File: src/rtl/core/sttok_pkg.sv
`timescale 1ns / 1ps
package sttok_pkg;

    localparam int POSITION_BITS_DEF     = 24;
    localparam int KEYWORD_MAX_CHARS_DEF = 11;
    localparam int KIND_BITS             = 6;
    localparam int NUM_KEYWORDS          = 26;
    localparam int KW_CHARS              = 11;

    typedef enum logic [3:0] {
        M_IDLE    = 4'd0,
        M_IDENT   = 4'd1,
        M_NUMBER  = 4'd2,
        M_STRING  = 4'd3,
        M_BRACE   = 4'd4,
        M_LINE    = 4'd5,
        M_SLASH   = 4'd6,
        M_COLON   = 4'd7,
        M_LESS    = 4'd8,
        M_GREATER = 4'd9
    } scan_mode_t;

    localparam logic [5:0] K_EOF    = 6'd0;
    localparam logic [5:0] K_IDENT  = 6'd1;
    localparam logic [5:0] K_NUMBER = 6'd2;
    localparam logic [5:0] K_STRING = 6'd3;
    localparam logic [5:0] K_KW0    = 6'd4;
    localparam logic [5:0] K_ASSIGN = 6'd30;
    localparam logic [5:0] K_EQ     = 6'd31;
    localparam logic [5:0] K_NE     = 6'd32;
    localparam logic [5:0] K_LT     = 6'd33;
    localparam logic [5:0] K_GT     = 6'd34;
    localparam logic [5:0] K_LE     = 6'd35;
    localparam logic [5:0] K_GE     = 6'd36;
    localparam logic [5:0] K_PLUS   = 6'd37;
    localparam logic [5:0] K_MINUS  = 6'd38;
    localparam logic [5:0] K_STAR   = 6'd39;
    localparam logic [5:0] K_SLASH  = 6'd40;
    localparam logic [5:0] K_LPAR   = 6'd41;
    localparam logic [5:0] K_RPAR   = 6'd42;
    localparam logic [5:0] K_COMMA  = 6'd43;
    localparam logic [5:0] K_ERROR  = 6'd44;

    localparam logic CMD_BYTE = 1'b0;
    localparam logic CMD_END  = 1'b1;

    // keywords, first char in the lowest byte, zero padded
    localparam logic [KW_CHARS*8-1:0] KW_TEXT [NUM_KEYWORDS] = '{
        {24'h0, "amargorp"}, {40'h0, "oicini"}, {64'h0, "mif"}, {56'h0, "aiel"},
        {32'h0, "avercse"}, {24'h0, "otnauqne"}, {56'h0, "acaf"},
        "otnauqnemif", {56'h0, "arap"}, {72'h0, "ed"}, {64'h0, "eta"},
        {48'h0, "ossap"}, {32'h0, "arapmif"}, {72'h0, "es"}, {48'h0, "oatne"},
        {48'h0, "oanes"}, {48'h0, "esmif"}, {32'h0, "orietni"}, {56'h0, "laer"},
        {16'h0, "eretcarac"}, {24'h0, "onaeloob"}, {8'h0, "oriedadrev"},
        {48'h0, "oslaf"}, {80'h0, "e"}, {72'h0, "uo"}, {64'h0, "oan"}
    };
    localparam logic [3:0] KW_LEN [NUM_KEYWORDS] = '{
        4'd8, 4'd6, 4'd3, 4'd4, 4'd7, 4'd8, 4'd4, 4'd11, 4'd4, 4'd2, 4'd3, 4'd5,
        4'd7, 4'd2, 4'd5, 4'd5, 4'd5, 4'd7, 4'd4, 4'd9, 4'd8, 4'd10, 4'd5, 4'd1,
        4'd2, 4'd3
    };

    typedef struct packed {
        logic       valid;
        logic [5:0] kind;
        logic       at_start;   // start at token_start, else at current byte
        logic       len_one;    // length 1
        logic       len_zero;
        logic       end_next;   // length runs to offset+1, else to offset
    } emit_t;

    function automatic logic is_alpha(input logic [7:0] b);
        return (b >= "a" && b <= "z") || (b >= "A" && b <= "Z");
    endfunction
    function automatic logic is_digit(input logic [7:0] b);
        return b >= "0" && b <= "9";
    endfunction
    function automatic logic is_space(input logic [7:0] b);
        return b == " " || (b >= 8'd9 && b <= 8'd13);
    endfunction

endpackage

File: src/rtl/core/sttok_kwmatch.sv
`timescale 1ns / 1ps
module sttok_kwmatch
    import sttok_pkg::*;
#(
    parameter int KEYWORD_MAX_CHARS = KEYWORD_MAX_CHARS_DEF
) (
    input  logic [KEYWORD_MAX_CHARS*8-1:0] chars,
    input  logic [4:0]                     length,
    input  logic                           too_long,
    output logic [5:0]                     kind
);
    logic [KEYWORD_MAX_CHARS*8-1:0] ref_word;
    always_comb begin
        kind = K_IDENT;
        ref_word = '0;
        for (int k = NUM_KEYWORDS - 1; k >= 0; k--) begin
            ref_word = '0;
            ref_word[KW_CHARS*8-1:0] = KW_TEXT[k];
            if (!too_long && length == {1'b0, KW_LEN[k]} && chars == ref_word)
                kind = K_KW0 + 6'(k);
        end
    end
endmodule

File: src/rtl/core/sttok_scan.sv
`timescale 1ns / 1ps
module sttok_scan
    import sttok_pkg::*;
#(
    parameter int KEYWORD_MAX_CHARS = KEYWORD_MAX_CHARS_DEF
) (
    input  scan_mode_t mode,
    input  logic       cmd,
    input  logic [7:0] b,
    input  logic [5:0] ident_kind,
    input  logic [4:0] ident_length,
    output scan_mode_t mode_next,
    output emit_t      e0,
    output emit_t      e1,
    output logic       line_inc,
    output logic       ident_begin,
    output logic       ident_add,
    output logic       ident_over,
    output logic       start_here,
    output logic       err_inc
);
    logic rescan;
    always_comb begin
        mode_next = mode; e0 = '0; e1 = '0; line_inc = 1'b0;
        ident_begin = 1'b0; ident_add = 1'b0; ident_over = 1'b0;
        start_here = 1'b0; err_inc = 1'b0; rescan = 1'b0;
        if (cmd == CMD_END) begin
            e0.valid = 1'b1; e0.at_start = 1'b1;
            case (mode)
                M_IDENT:   e0.kind = ident_kind;
                M_NUMBER:  e0.kind = K_NUMBER;
                M_STRING:  e0.kind = K_STRING;
                M_SLASH:   e0.kind = K_SLASH;
                M_COLON:   begin e0.kind = K_ERROR; e0.len_one = 1'b1; err_inc = 1'b1; end
                M_LESS:    e0.kind = K_LT;
                M_GREATER: e0.kind = K_GT;
                default:   e0.valid = 1'b0;
            endcase
            e1.valid = 1'b1; e1.kind = K_EOF; e1.len_zero = 1'b1;
            mode_next = M_IDLE;
        end else begin
            case (mode)
                M_IDENT: begin
                    if (is_alpha(b) || is_digit(b) || b == "_") begin
                        if (ident_length < 5'(KEYWORD_MAX_CHARS)) ident_add = 1'b1;
                        else ident_over = 1'b1;
                    end else begin
                        e0.valid = 1'b1; e0.kind = ident_kind; e0.at_start = 1'b1;
                        rescan = 1'b1;
                    end
                end
                M_NUMBER: begin
                    if (!is_digit(b)) begin
                        e0.valid = 1'b1; e0.kind = K_NUMBER; e0.at_start = 1'b1;
                        rescan = 1'b1;
                    end
                end
                M_STRING: begin
                    line_inc = (b == 8'h0a);
                    if (b == "\"") begin
                        e0.valid = 1'b1; e0.kind = K_STRING; e0.at_start = 1'b1;
                        e0.end_next = 1'b1; mode_next = M_IDLE;
                    end
                end
                M_BRACE: begin
                    line_inc = (b == 8'h0a);
                    if (b == "}") mode_next = M_IDLE;
                end
                M_LINE: begin
                    if (b == 8'h0a) begin line_inc = 1'b1; mode_next = M_IDLE; end
                end
                M_SLASH: begin
                    if (b == "/") mode_next = M_LINE;
                    else begin
                        e0.valid = 1'b1; e0.kind = K_SLASH; e0.at_start = 1'b1;
                        rescan = 1'b1;
                    end
                end
                M_COLON: begin
                    e0.valid = 1'b1; e0.at_start = 1'b1;
                    if (b == "=") begin
                        e0.kind = K_ASSIGN; e0.end_next = 1'b1; mode_next = M_IDLE;
                    end else begin
                        e0.kind = K_ERROR; e0.len_one = 1'b1; err_inc = 1'b1;
                        rescan = 1'b1;
                    end
                end
                M_LESS: begin
                    e0.valid = 1'b1; e0.at_start = 1'b1;
                    if (b == "=") begin
                        e0.kind = K_LE; e0.end_next = 1'b1; mode_next = M_IDLE;
                    end else if (b == ">") begin
                        e0.kind = K_NE; e0.end_next = 1'b1; mode_next = M_IDLE;
                    end else begin
                        e0.kind = K_LT; rescan = 1'b1;
                    end
                end
                M_GREATER: begin
                    e0.valid = 1'b1; e0.at_start = 1'b1;
                    if (b == "=") begin
                        e0.kind = K_GE; e0.end_next = 1'b1; mode_next = M_IDLE;
                    end else begin
                        e0.kind = K_GT; rescan = 1'b1;
                    end
                end
                default: rescan = 1'b1;
            endcase
            if (rescan) begin
                mode_next = M_IDLE;
                e1.len_one = 1'b1;
                if (b == 8'h0a) line_inc = 1'b1;
                else if (is_space(b)) begin
                end else if (is_alpha(b) || b == "_") begin
                    mode_next = M_IDENT; start_here = 1'b1; ident_begin = 1'b1;
                end else if (is_digit(b)) begin
                    mode_next = M_NUMBER; start_here = 1'b1;
                end else begin
                    case (b)
                        "{": mode_next = M_BRACE;
                        "/": begin mode_next = M_SLASH; start_here = 1'b1; end
                        "\"": begin mode_next = M_STRING; start_here = 1'b1; end
                        ":": begin mode_next = M_COLON; start_here = 1'b1; end
                        "<": begin mode_next = M_LESS; start_here = 1'b1; end
                        ">": begin mode_next = M_GREATER; start_here = 1'b1; end
                        "=": begin e1.valid = 1'b1; e1.kind = K_EQ; end
                        "+": begin e1.valid = 1'b1; e1.kind = K_PLUS; end
                        "-": begin e1.valid = 1'b1; e1.kind = K_MINUS; end
                        "*": begin e1.valid = 1'b1; e1.kind = K_STAR; end
                        "(": begin e1.valid = 1'b1; e1.kind = K_LPAR; end
                        ")": begin e1.valid = 1'b1; e1.kind = K_RPAR; end
                        ",": begin e1.valid = 1'b1; e1.kind = K_COMMA; end
                        default: begin e1.valid = 1'b1; e1.kind = K_ERROR; err_inc = 1'b1; end
                    endcase
                end
            end
        end
    end
endmodule

File: src/rtl/core/source_text_tokenizer_core.sv
`timescale 1ns / 1ps
// channel  dir  tdata (low bit up)                                  tuser  tlast
// s_       in   char_byte[7:0] (tdata 8 bits)                       command  -
// m_       out  kind[5:0] line[P+5:6] start[2P+5:P+6] len[3P+5:2P+6] -      last
// one byte is taken per cycle while s_tready is high; it is decoded and its state updated in the
// same cycle, and its results (up to two) go into a two-entry output queue
// results leave one per cycle while m_tready is high, so a byte with two results holds the next
// byte off until one of them has left, even while the sink takes every transfer
// s_tready is high while the queue is empty or its one entry is leaving
// aresetn clears scan state, counters and the queue
module source_text_tokenizer_core
    import sttok_pkg::*;
#(
    parameter int POSITION_BITS     = POSITION_BITS_DEF,
    parameter int KEYWORD_MAX_CHARS = KEYWORD_MAX_CHARS_DEF
) (
    input  logic        aclk,
    input  logic        aresetn,
    input  logic        s_tvalid,
    output logic        s_tready,
    input  logic [7:0]  s_tdata,   // char_byte
    input  logic        s_tuser,   // command
    output logic        m_tvalid,
    input  logic        m_tready,
    // token_kind, line_number, start_offset, token_length
    output logic [((KIND_BITS+3*POSITION_BITS+7)/8)*8-1:0] m_tdata,
    output logic        m_tlast
);
    localparam int P  = POSITION_BITS;
    localparam int OW = KIND_BITS + 3 * P;
    localparam int DW = ((OW + 7) / 8) * 8;
    localparam int LW = $clog2(KEYWORD_MAX_CHARS + 1);

    scan_mode_t mode_reg, mode_next;
    logic [KEYWORD_MAX_CHARS*8-1:0] chars_reg;
    logic [4:0]   len_reg;
    logic         over_reg;
    logic [P-1:0] start_reg, off_reg, line_reg;
    logic [23:0]  err_reg;

    logic [OW:0]  q_reg [2];  // {last, data}
    logic [1:0]   cnt_reg;
    logic [OW:0]  q0_next, q1_next;
    logic [1:0]   cnt_next;

    logic accept;
    assign s_tready = (cnt_reg == 2'd0) || (cnt_reg == 2'd1 && m_tready);
    assign accept = s_tvalid && s_tready;

    logic [5:0] ikind;
    emit_t e0, e1;
    logic line_inc, ib, ia, io, sh, ei;

    sttok_kwmatch #(.KEYWORD_MAX_CHARS(KEYWORD_MAX_CHARS)) u_kw (
        .chars(chars_reg), .length(len_reg), .too_long(over_reg), .kind(ikind));

    sttok_scan #(.KEYWORD_MAX_CHARS(KEYWORD_MAX_CHARS)) u_scan (
        .mode(mode_reg), .cmd(s_tuser), .b(s_tdata), .ident_kind(ikind),
        .ident_length(len_reg), .mode_next(mode_next), .e0(e0), .e1(e1),
        .line_inc(line_inc), .ident_begin(ib), .ident_add(ia), .ident_over(io),
        .start_here(sh), .err_inc(ei));

    logic [P-1:0] p1, line_pre;
    assign p1 = off_reg + 1'b1;
    // e0 sees the line count before the byte, e1 after it
    assign line_pre = line_reg;
    logic [P-1:0] line_post;
    assign line_post = (line_inc && line_reg != {P{1'b1}}) ? line_reg + 1'b1 : line_reg;

    function automatic logic [OW-1:0] pack(input emit_t e, input logic [P-1:0] ln,
                                           input logic [P-1:0] st, input logic [P-1:0] of,
                                           input logic [P-1:0] of1);
        logic [P-1:0] s, l;
        s = e.at_start ? st : of;
        if (e.len_zero) l = '0;
        else if (e.len_one) l = P'(1);
        else l = (e.end_next ? of1 : of) - st;
        return {l, s, ln, e.kind};
    endfunction

    logic [OW-1:0] d0, d1;
    assign d0 = pack(e0, line_pre, start_reg, off_reg, p1);
    assign d1 = pack(e1, line_post, start_reg, off_reg, p1);

    logic [OW:0] first, second;
    logic [1:0]  n_new;
    always_comb begin
        n_new = 2'(e0.valid) + 2'(e1.valid);
        first  = e0.valid ? {!e1.valid, d0} : {1'b1, d1};
        second = {1'b1, d1};
    end

    logic pop;
    assign pop = m_tvalid && m_tready;

    // output queue: entry 0 is the head
    always_comb begin
        q0_next = q_reg[0];
        q1_next = q_reg[1];
        cnt_next = cnt_reg;
        if (pop) begin
            q0_next = q_reg[1];
            cnt_next = cnt_reg - 2'd1;
        end
        if (accept && n_new != 2'd0) begin
            if (cnt_next == 2'd0) begin
                q0_next = first;
                if (n_new == 2'd2) q1_next = second;
            end else q1_next = first;
        end
        if (accept) cnt_next = cnt_next + n_new;
    end

    always_ff @(posedge aclk) begin
        if (!aresetn) begin
            mode_reg <= M_IDLE; chars_reg <= '0; len_reg <= '0; over_reg <= 1'b0;
            start_reg <= '0; off_reg <= '0; line_reg <= P'(1); err_reg <= '0;
            cnt_reg <= '0;
        end else begin
            q_reg[0] <= q0_next;
            q_reg[1] <= q1_next;
            cnt_reg  <= cnt_next;
            if (accept) begin
                if (s_tuser == CMD_END) begin
                    mode_reg <= M_IDLE; chars_reg <= '0; len_reg <= '0; over_reg <= 1'b0;
                    start_reg <= '0; off_reg <= '0; line_reg <= P'(1); err_reg <= '0;
                end else begin
                    mode_reg <= mode_next;
                    off_reg  <= p1;
                    line_reg <= line_post;
                    if (sh) start_reg <= off_reg;
                    if (ei && err_reg != 24'hFFFFFF) err_reg <= err_reg + 1'b1;
                    if (ib) begin
                        chars_reg <= {{(KEYWORD_MAX_CHARS-1)*8{1'b0}}, s_tdata};
                        len_reg <= 5'd1; over_reg <= 1'b0;
                    end else if (ia) begin
                        chars_reg[len_reg[LW-1:0]*8 +: 8] <= s_tdata;
                        len_reg <= len_reg + 1'b1;
                    end else if (io) over_reg <= 1'b1;
                end
            end
        end
    end

    assign m_tvalid = cnt_reg != 2'd0;
    assign m_tdata  = DW'(q_reg[0][OW-1:0]);
    assign m_tlast  = q_reg[0][OW];
endmodule
File: config.mk
export PLATFORM = sky130hd
export DESIGN_NAME = source_text_tokenizer_core
export DESIGN_NICKNAME = d
export VERILOG_FILES = /design/src/rtl/core/sttok_pkg.sv /design/src/rtl/core/sttok_kwmatch.sv /design/src/rtl/core/sttok_scan.sv /design/src/rtl/core/source_text_tokenizer_core.sv
export SDC_FILE = /design/constraint.sdc
export NUM_CORES = 1
export LEC_CHECK = 0
export BUFFER_PORTS_ARGS = -buffer_cell sky130_fd_sc_hd__buf_2
export CAP_MARGIN = 20
export CELL_PAD_IN_SITES_DETAIL_PLACEMENT = 0
export CELL_PAD_IN_SITES_GLOBAL_PLACEMENT = 1
export CORE_MARGIN = 10
export CORE_UTILIZATION = 50
export DETAILED_ROUTE_END_ITERATION = 10
export GPL_TIMING_DRIVEN = 0
export PLACE_DENSITY_LB_ADDON = 0.1
export SYNTH_ARGS = -nofsm -noshare
export SYNTH_HDL_FRONTEND = slang
export SYNTH_SLANG_ARGS = --single-unit
File: constraint.sdc
create_clock -name aclk -period 12.75 [get_ports aclk]
set_clock_uncertainty 0.2 [all_clocks]
set_input_delay 1.275 -clock aclk [delete_from_list [all_inputs] [get_ports aclk]]
set_output_delay 1.275 -clock aclk [all_outputs]
set_load 0.01 [all_outputs]
Word-level counts from Yosys, hierarchy flattened
Memory sizes are Yosys's and may differ from the RTL's.
Cells that the tools add are included.
{ "totals": {"mem_bits_rw": 158, "output_inout_bits": 83, "wordCells": 309, "inputBits": 13, "ff_bits": 172, "mem_count": 1} }
{ "memory_table": {"columns": ["memory", "depth", "width", "rd", "rd_clocked_by_memory_dff", "write_ports", "line_no", "text"], "rows": [
  ["q_reg", 2, 79, 2, 0, 2, "source_text_tokenizer_core.sv:41", "logic [OW:0] q_reg [2];"]
]} }
{ "op_classes": {"eq_ne": 73, "mux": 135, "add_sub_neg": 9, "n_lt_le_gt_ge": 9, "shifts": 2, "n_reduce_logical": 72} }
{ "op_table": {"columns": ["op", "n"], "rows": [
  ["$mux 79", 7],
  ["$eq 88x39->1 const B", 5],
  ["$eq 88x31->1 const B", 4],
  ["$eq 88x15->1 const B", 3],
  ["$eq 88x23->1 const B", 3],
  ["$eq 88x55->1 const B", 3],
  ["$eq 88x63->1 const B", 3],
  ["$mux 88", 3],
  ["$mux 24", 10],
  ["$mux 5", 29],
  ["$eq 8x6->1 const B", 13],
  ["$bwmux 88", 1],
  ["$eq 88x47->1 const B", 1],
  ["$eq 88x7->1 const B", 1],
  ["$eq 88x71->1 const B", 1],
  ["$eq 88x79->1 const B", 1],
  ["$eq 88x87->1 const B", 1],
  ["$shift 8x34->88 const A", 1],
  ["$shiftx 8x34->88", 1],
  ["$pmux 7 s8", 1],
  ["$pmux 8 s7", 1],
  ["$mux 4", 13],
  ["$add 24x1->24 const B", 2],
  ["$mux 1", 48],
  ["56 further kinds", 144]
]} }

Depth between registers and ports, before layout
{ "depth": {"depth_word": 37, "mapped_depth": 18, "mapped_depth_nobuf": 16} }

Cells and area by module
A second synthesis with hierarchy kept.
{ "hier_totals": {"cells_unflattened": 2791, "area_unflattened_um2": 22881.9} }
{ "modules_own_cells": {"columns": ["module", "n_inst", "area_per_inst_um2", "seq_area_each_um2", "cells_per_inst"], "rows": [
  ["source_text_tokenizer_core", 1, 19827.8, 8187.9, 2310],
  ["sttok_kwmatch", 1, 1798.0, 0.0, 280],
  ["sttok_scan", 1, 1256.2, 0.0, 201]
]} }

Worst setup path before layout
Ideal clock, no wire load.
{ "synth_timing": {"path_kind": "input to register", "from": "in s_tdata[2]", "to": "mem q_reg[0][156] (netlist name), data pin", "cell_stages": 17, "required_time_ns": 12.287, "t_arrival_ns": 5.480, "path_slack_ns": 6.806, "cell_sequence": "clkbuf_1 -> clkbuf_1 -> nor4b_1 -> and3_1 -> a2111oi_0 -> nor2_1 -> clkbuf_1 -> mux2_2 -> ha_1 -> nor2b_1 -> o31a_1 -> o311ai_0 -> a21boi_0 -> o211a_1 -> o41ai_1 -> xnor2_1 -> o21ai_0"} }
{ "synth_rtl": {"columns": ["element", "line_no", "text"], "rows": [
  ["start, declared", "source_text_tokenizer_core.sv:21", "input logic [7:0] s_tdata,"],
  ["end, declared", "source_text_tokenizer_core.sv:41", null]
]} }

==> impl_metrics.py <==
metrics = {
    "synthesis": {
        "synth_top_family_by_area": "simple AND/OR/NAND/NOR gates",
        "synthAdderAreaFrac_pct": 3.56,
        "ys_warn_count": 0,
        "yosys_register_bits": 330,
        "yosys.cell_types.count": 98,
        "netlist_area_mm2": 0.0221,
        "postSynth.asyncResetShare_pct": 0,
        "yosysTopAreaCellShare_pct": 21.4,
        "synth.avg_cell_area_um2": 8.44,
        "synth_area_leaders": "edfxtp_1 (21%), dfxtp_1 (16%), nand2_1 (4.8%)",
        "synth_edf_count": 158,
        "yosys.area_share.xor_xnor_pct": 4.31,
        "netlist_instances": 2622,
        "post_synth_and_or_nand_nor_area_fraction_pct": 26.8,
        "synth-main-ff-cell": "dfxtp_1",
        "synth_area_leader_cell": "edfxtp_1",
        "synth.mux.area_fraction_pct": 2.20,
        "synth_seq_area_share_pct": 37.0,
        "synth-compound-area-share_pct": 19.2,
    },
    "grt": {
        "grt_start_max_net_pins": 55,
        "grt_antenna_before_repair": 1,
        "first_global_vias": 20400,
        "total_global_routing_track_utilization_pct": 32.2,
        "first_pass_grt_wire_length_um": 131000,
        "global_route.overflow_total": 0,
    },
    "hold_path": {
        "hold-path-cell-count": 1,
        "hp-class": "reg2reg",
    },
    "sta": {
        "period_needed_ps": 7030,
        "timing.setup.tns_ps": 0,
        "slew_viol_final": 0,
        "headroom_to_the_max_slew_limit_pct": 20.6,
        "whs_ps": 268,
        "hold_vio_cnt_final": 0,
        "grt_setup_unrepaired": "no",
        "finalCritPeriodShare_pct": 55.2,
        "setup-violations-final": 0,
        "tightest_slew_ps": 1180,
        "fmaxAchievable_mhz": 142,
    },
    "worst_setup_path": {
        "rr_worst_depth": 12,
        "critical_path_arrival_ps": 7240,
        "worst_r2r_startpoint": "mode_reg[2]$_SDFFE_PN0P_",
        "setup.worst_path.start_class": "input port",
        "critical_path.reg2reg.endpoint": "q_reg[0][33]$_DFFE_PP_",
        "worstSetupPathType": "in2reg",
        "crit_path_frequent_cell": "buf_2",
        "cp_max_fo": 10,
        "cp-end-kind": "register",
        "critPathMaxStageDelay_ps": 710,
        "setup.worst_path.start": "s_tdata[6]",
        "crit_chain": "buf_2 -> clkbuf_1 -> nor4b_1 -> buf_2 -> and3_1 -> a2111oi_2 -> buf_2 -> nor2_1 -> clkbuf_1 -> mux2_2 -> ha_1 -> nor2b_1 -> o31a_1 -> o311ai_0 -> clkbuf_2 -> a21boi_0 -> o211a_1 -> o41ai_1 -> xnor2_1 -> o31ai_1",
        "cell_type_of_the_slowest_stage_on_the_worst_timing_path": "nor4b_1",
        "worst_ep_required_time_ps": 12960,
        "worstSetupEndpoint": "q_reg[0][77]$_DFFE_PP_",
        "r2r_setup_slack_ps": 6400,
    },
    "cells_and_area": {
        "largest_register_ff_count": 158,
        "drive_above_1_share_pct": 11.3,
        "layout.cells.most_common_list": "nand2_1 (285), nor2_1 (184), dfxtp_1 (172), edfxtp_1 (158), clkbuf_1 (153)",
        "synthToLayoutAreaGrowth_pct": 12.2,
        "finish.net_count": 2842,
        "final_common_cell": "nand2_1",
        "filler_cell_count": 4101,
    },
    "floorplanning": {
        "io_pins": 96,
        "die_w_um": 230,
        "initial_utilization_pct": 50.3,
        "rows": 77,
        "die_height_um": 230,
        "die_area_mm2": 0.0531,
        "placeableCoreArea_mm2": 0.0440,
    },
    "clock_tree": {
        "cts.clk_slew.worst_paths_ps": 60,
        "tritoncts_clock_tree": "built",
        "hold_buffers": 0,
        "cts_sinks": 330,
        "post_cts_buffers": 0,
        "clock_buffers_created_by_tritoncts": 39,
        "postCtsResizedCells": 0,
        "ctsHtreeMaxLevel": 2,
        "max-clock-path-buffers": 3,
        "clk_latency_ps": 600,
        "ctsRootBufferMaster": "clkbuf_16",
    },
    "power_and_ir_drop": {
        "ir_worst_vdd_mv": 0.135,
        "p_leak_nw": 8.94,
        "power.density_cell_area_mw_per_mm2": 166,
    },
    "placed_design": {
        "gpl.final_weighted_congestion": 0.990,
        "port_buffers": 91,
        "place.detailed.hpwl_um": 67600,
    },
    "drt": {
        "postRouteAntennaNets": 0,
        "dr_total_vias": 22000,
        "wl_per_cell_um": 26.0,
        "via_density": 6.49,
        "post-route-drc-count": 0,
        "first_iter_violations": 3129,
        "initial_drt_pass_iterations": 5,
        "route.final.wire_length_um": 88200,
    },
    "status": {
        "run_status": "complete, no violations",
    },
    "run": {
        "cap_violations": 0,
    },
}
worst min path at each step:
| stage | from | endpoint | slack (ps) |
|---|---|---|---|
| 2_1_floorplan | chars_reg[87]$_SDFFE_PN0P_ | chars_reg[87]$_SDFFE_PN0P_ | 230 |
| 3_3_place_gp | chars_reg[87]$_SDFFE_PN0P_ | chars_reg[87]$_SDFFE_PN0P_ | 250 |
| 3_5_place_dp | chars_reg[87]$_SDFFE_PN0P_ | chars_reg[87]$_SDFFE_PN0P_ | 250 |
| 4_1_cts | chars_reg[87]$_SDFFE_PN0P_ | chars_reg[87]$_SDFFE_PN0P_ | 270 |
| 5_1_grt | chars_reg[87]$_SDFFE_PN0P_ | chars_reg[87]$_SDFFE_PN0P_ | 280 |
| 6_report | chars_reg[87]$_SDFFE_PN0P_ | chars_reg[87]$_SDFFE_PN0P_ | 270 |
layout make-up:
cell class              count  area (µm²)  area share, %
repair buffers            104         598           2.41
multi-input cells        1974       12400           50.1
diodes                      1        2.50         0.0101
plain buffers             262        1330           5.33
clock inverters            15         216          0.871
flip-flops and latches    330        8190           33.0
well taps                 592         741           2.98
clock buffers              56        1110           4.48
inverters                  57         214          0.861
cells by family after synthesis:
kind of cell | Yosys count
other | 1
and+or+nand+nor | 1122
xor gates and xnor gates | 109
DFF | 330
adders and majority gates | 62
buffers and inverters | 319
AOI/OAI and AO/OA | 631
muxes | 48
stage by stage:
stage / power, mW / util (%) / cell area [µm²] / cells / setup WS (ps)
global placement: 2.87 / 53.0 / 23300 / 3306 / 3830
global route: 4.26 / 56.4 / 24800 / 3390 / 5420
detailed placement: 2.90 / 53.3 / 23500 / 3315 / 4900
CTS: 4.07 / 56.3 / 24800 / 3386 / 5490
finish: 4.12 / 56.4 / 24800 / 3391 / 5720
floorplan: 2.34 / - / 22100 / 2623 / 6810
synth_stat cells (9+ instances only):
library cell / number
a211oi_1: 78
a21boi_0: 49
a21o_1: 20
a21oi_1: 106
a22o_1: 24
a22oi_1: 22
a31oi_1: 61
and2_1: 37
and3_1: 64
buf_2: 30
buf_4: 81
clkbuf_1: 144
dfxtp_1: 172
edfxtp_1: 158
ha_1: 59
inv_1: 55
mux2i_1: 43
nand2_1: 285
nand2b_1: 14
nand3_1: 115
nand3b_1: 9
nand4_1: 62
nand4b_1: 12
nor2_1: 184
nor2b_1: 110
nor3_1: 64
nor3b_1: 11
nor4_1: 47
nor4b_1: 12
nor4bb_1: 12
o211ai_1: 14
o21a_1: 31
o21ai_0: 118
o2bb2ai_1: 12
o31ai_1: 16
or3_1: 22
or4_1: 14
xnor2_1: 71
xor2_1: 38
power breakdown:
group          switching (mW)  total, mW  internal, mW
registers              0.0982       1.47          1.37
logic                   0.919       1.47         0.546
clock network           0.490       1.19         0.695
routing by layer:
metal  up-vias  track usage [%]  share of wire, %
li1       9868                -                 -
met1     10700             45.0                43
met2      1254             48.0                42
met3       203             7.00                11
met4         0             12.0               4.0
met5         -                0                 0
critical path, delay by kind of cell:
kind | cells | cell delay, ps
mux | 1 | 430
compound gates | 7 | 2060
simple gates | 4 | 1220
buf+inv | 6 | 1770
xor+xnor | 1 | 220
fa+ha+maj | 1 | 260
Power figures use the tool's default switching activity.
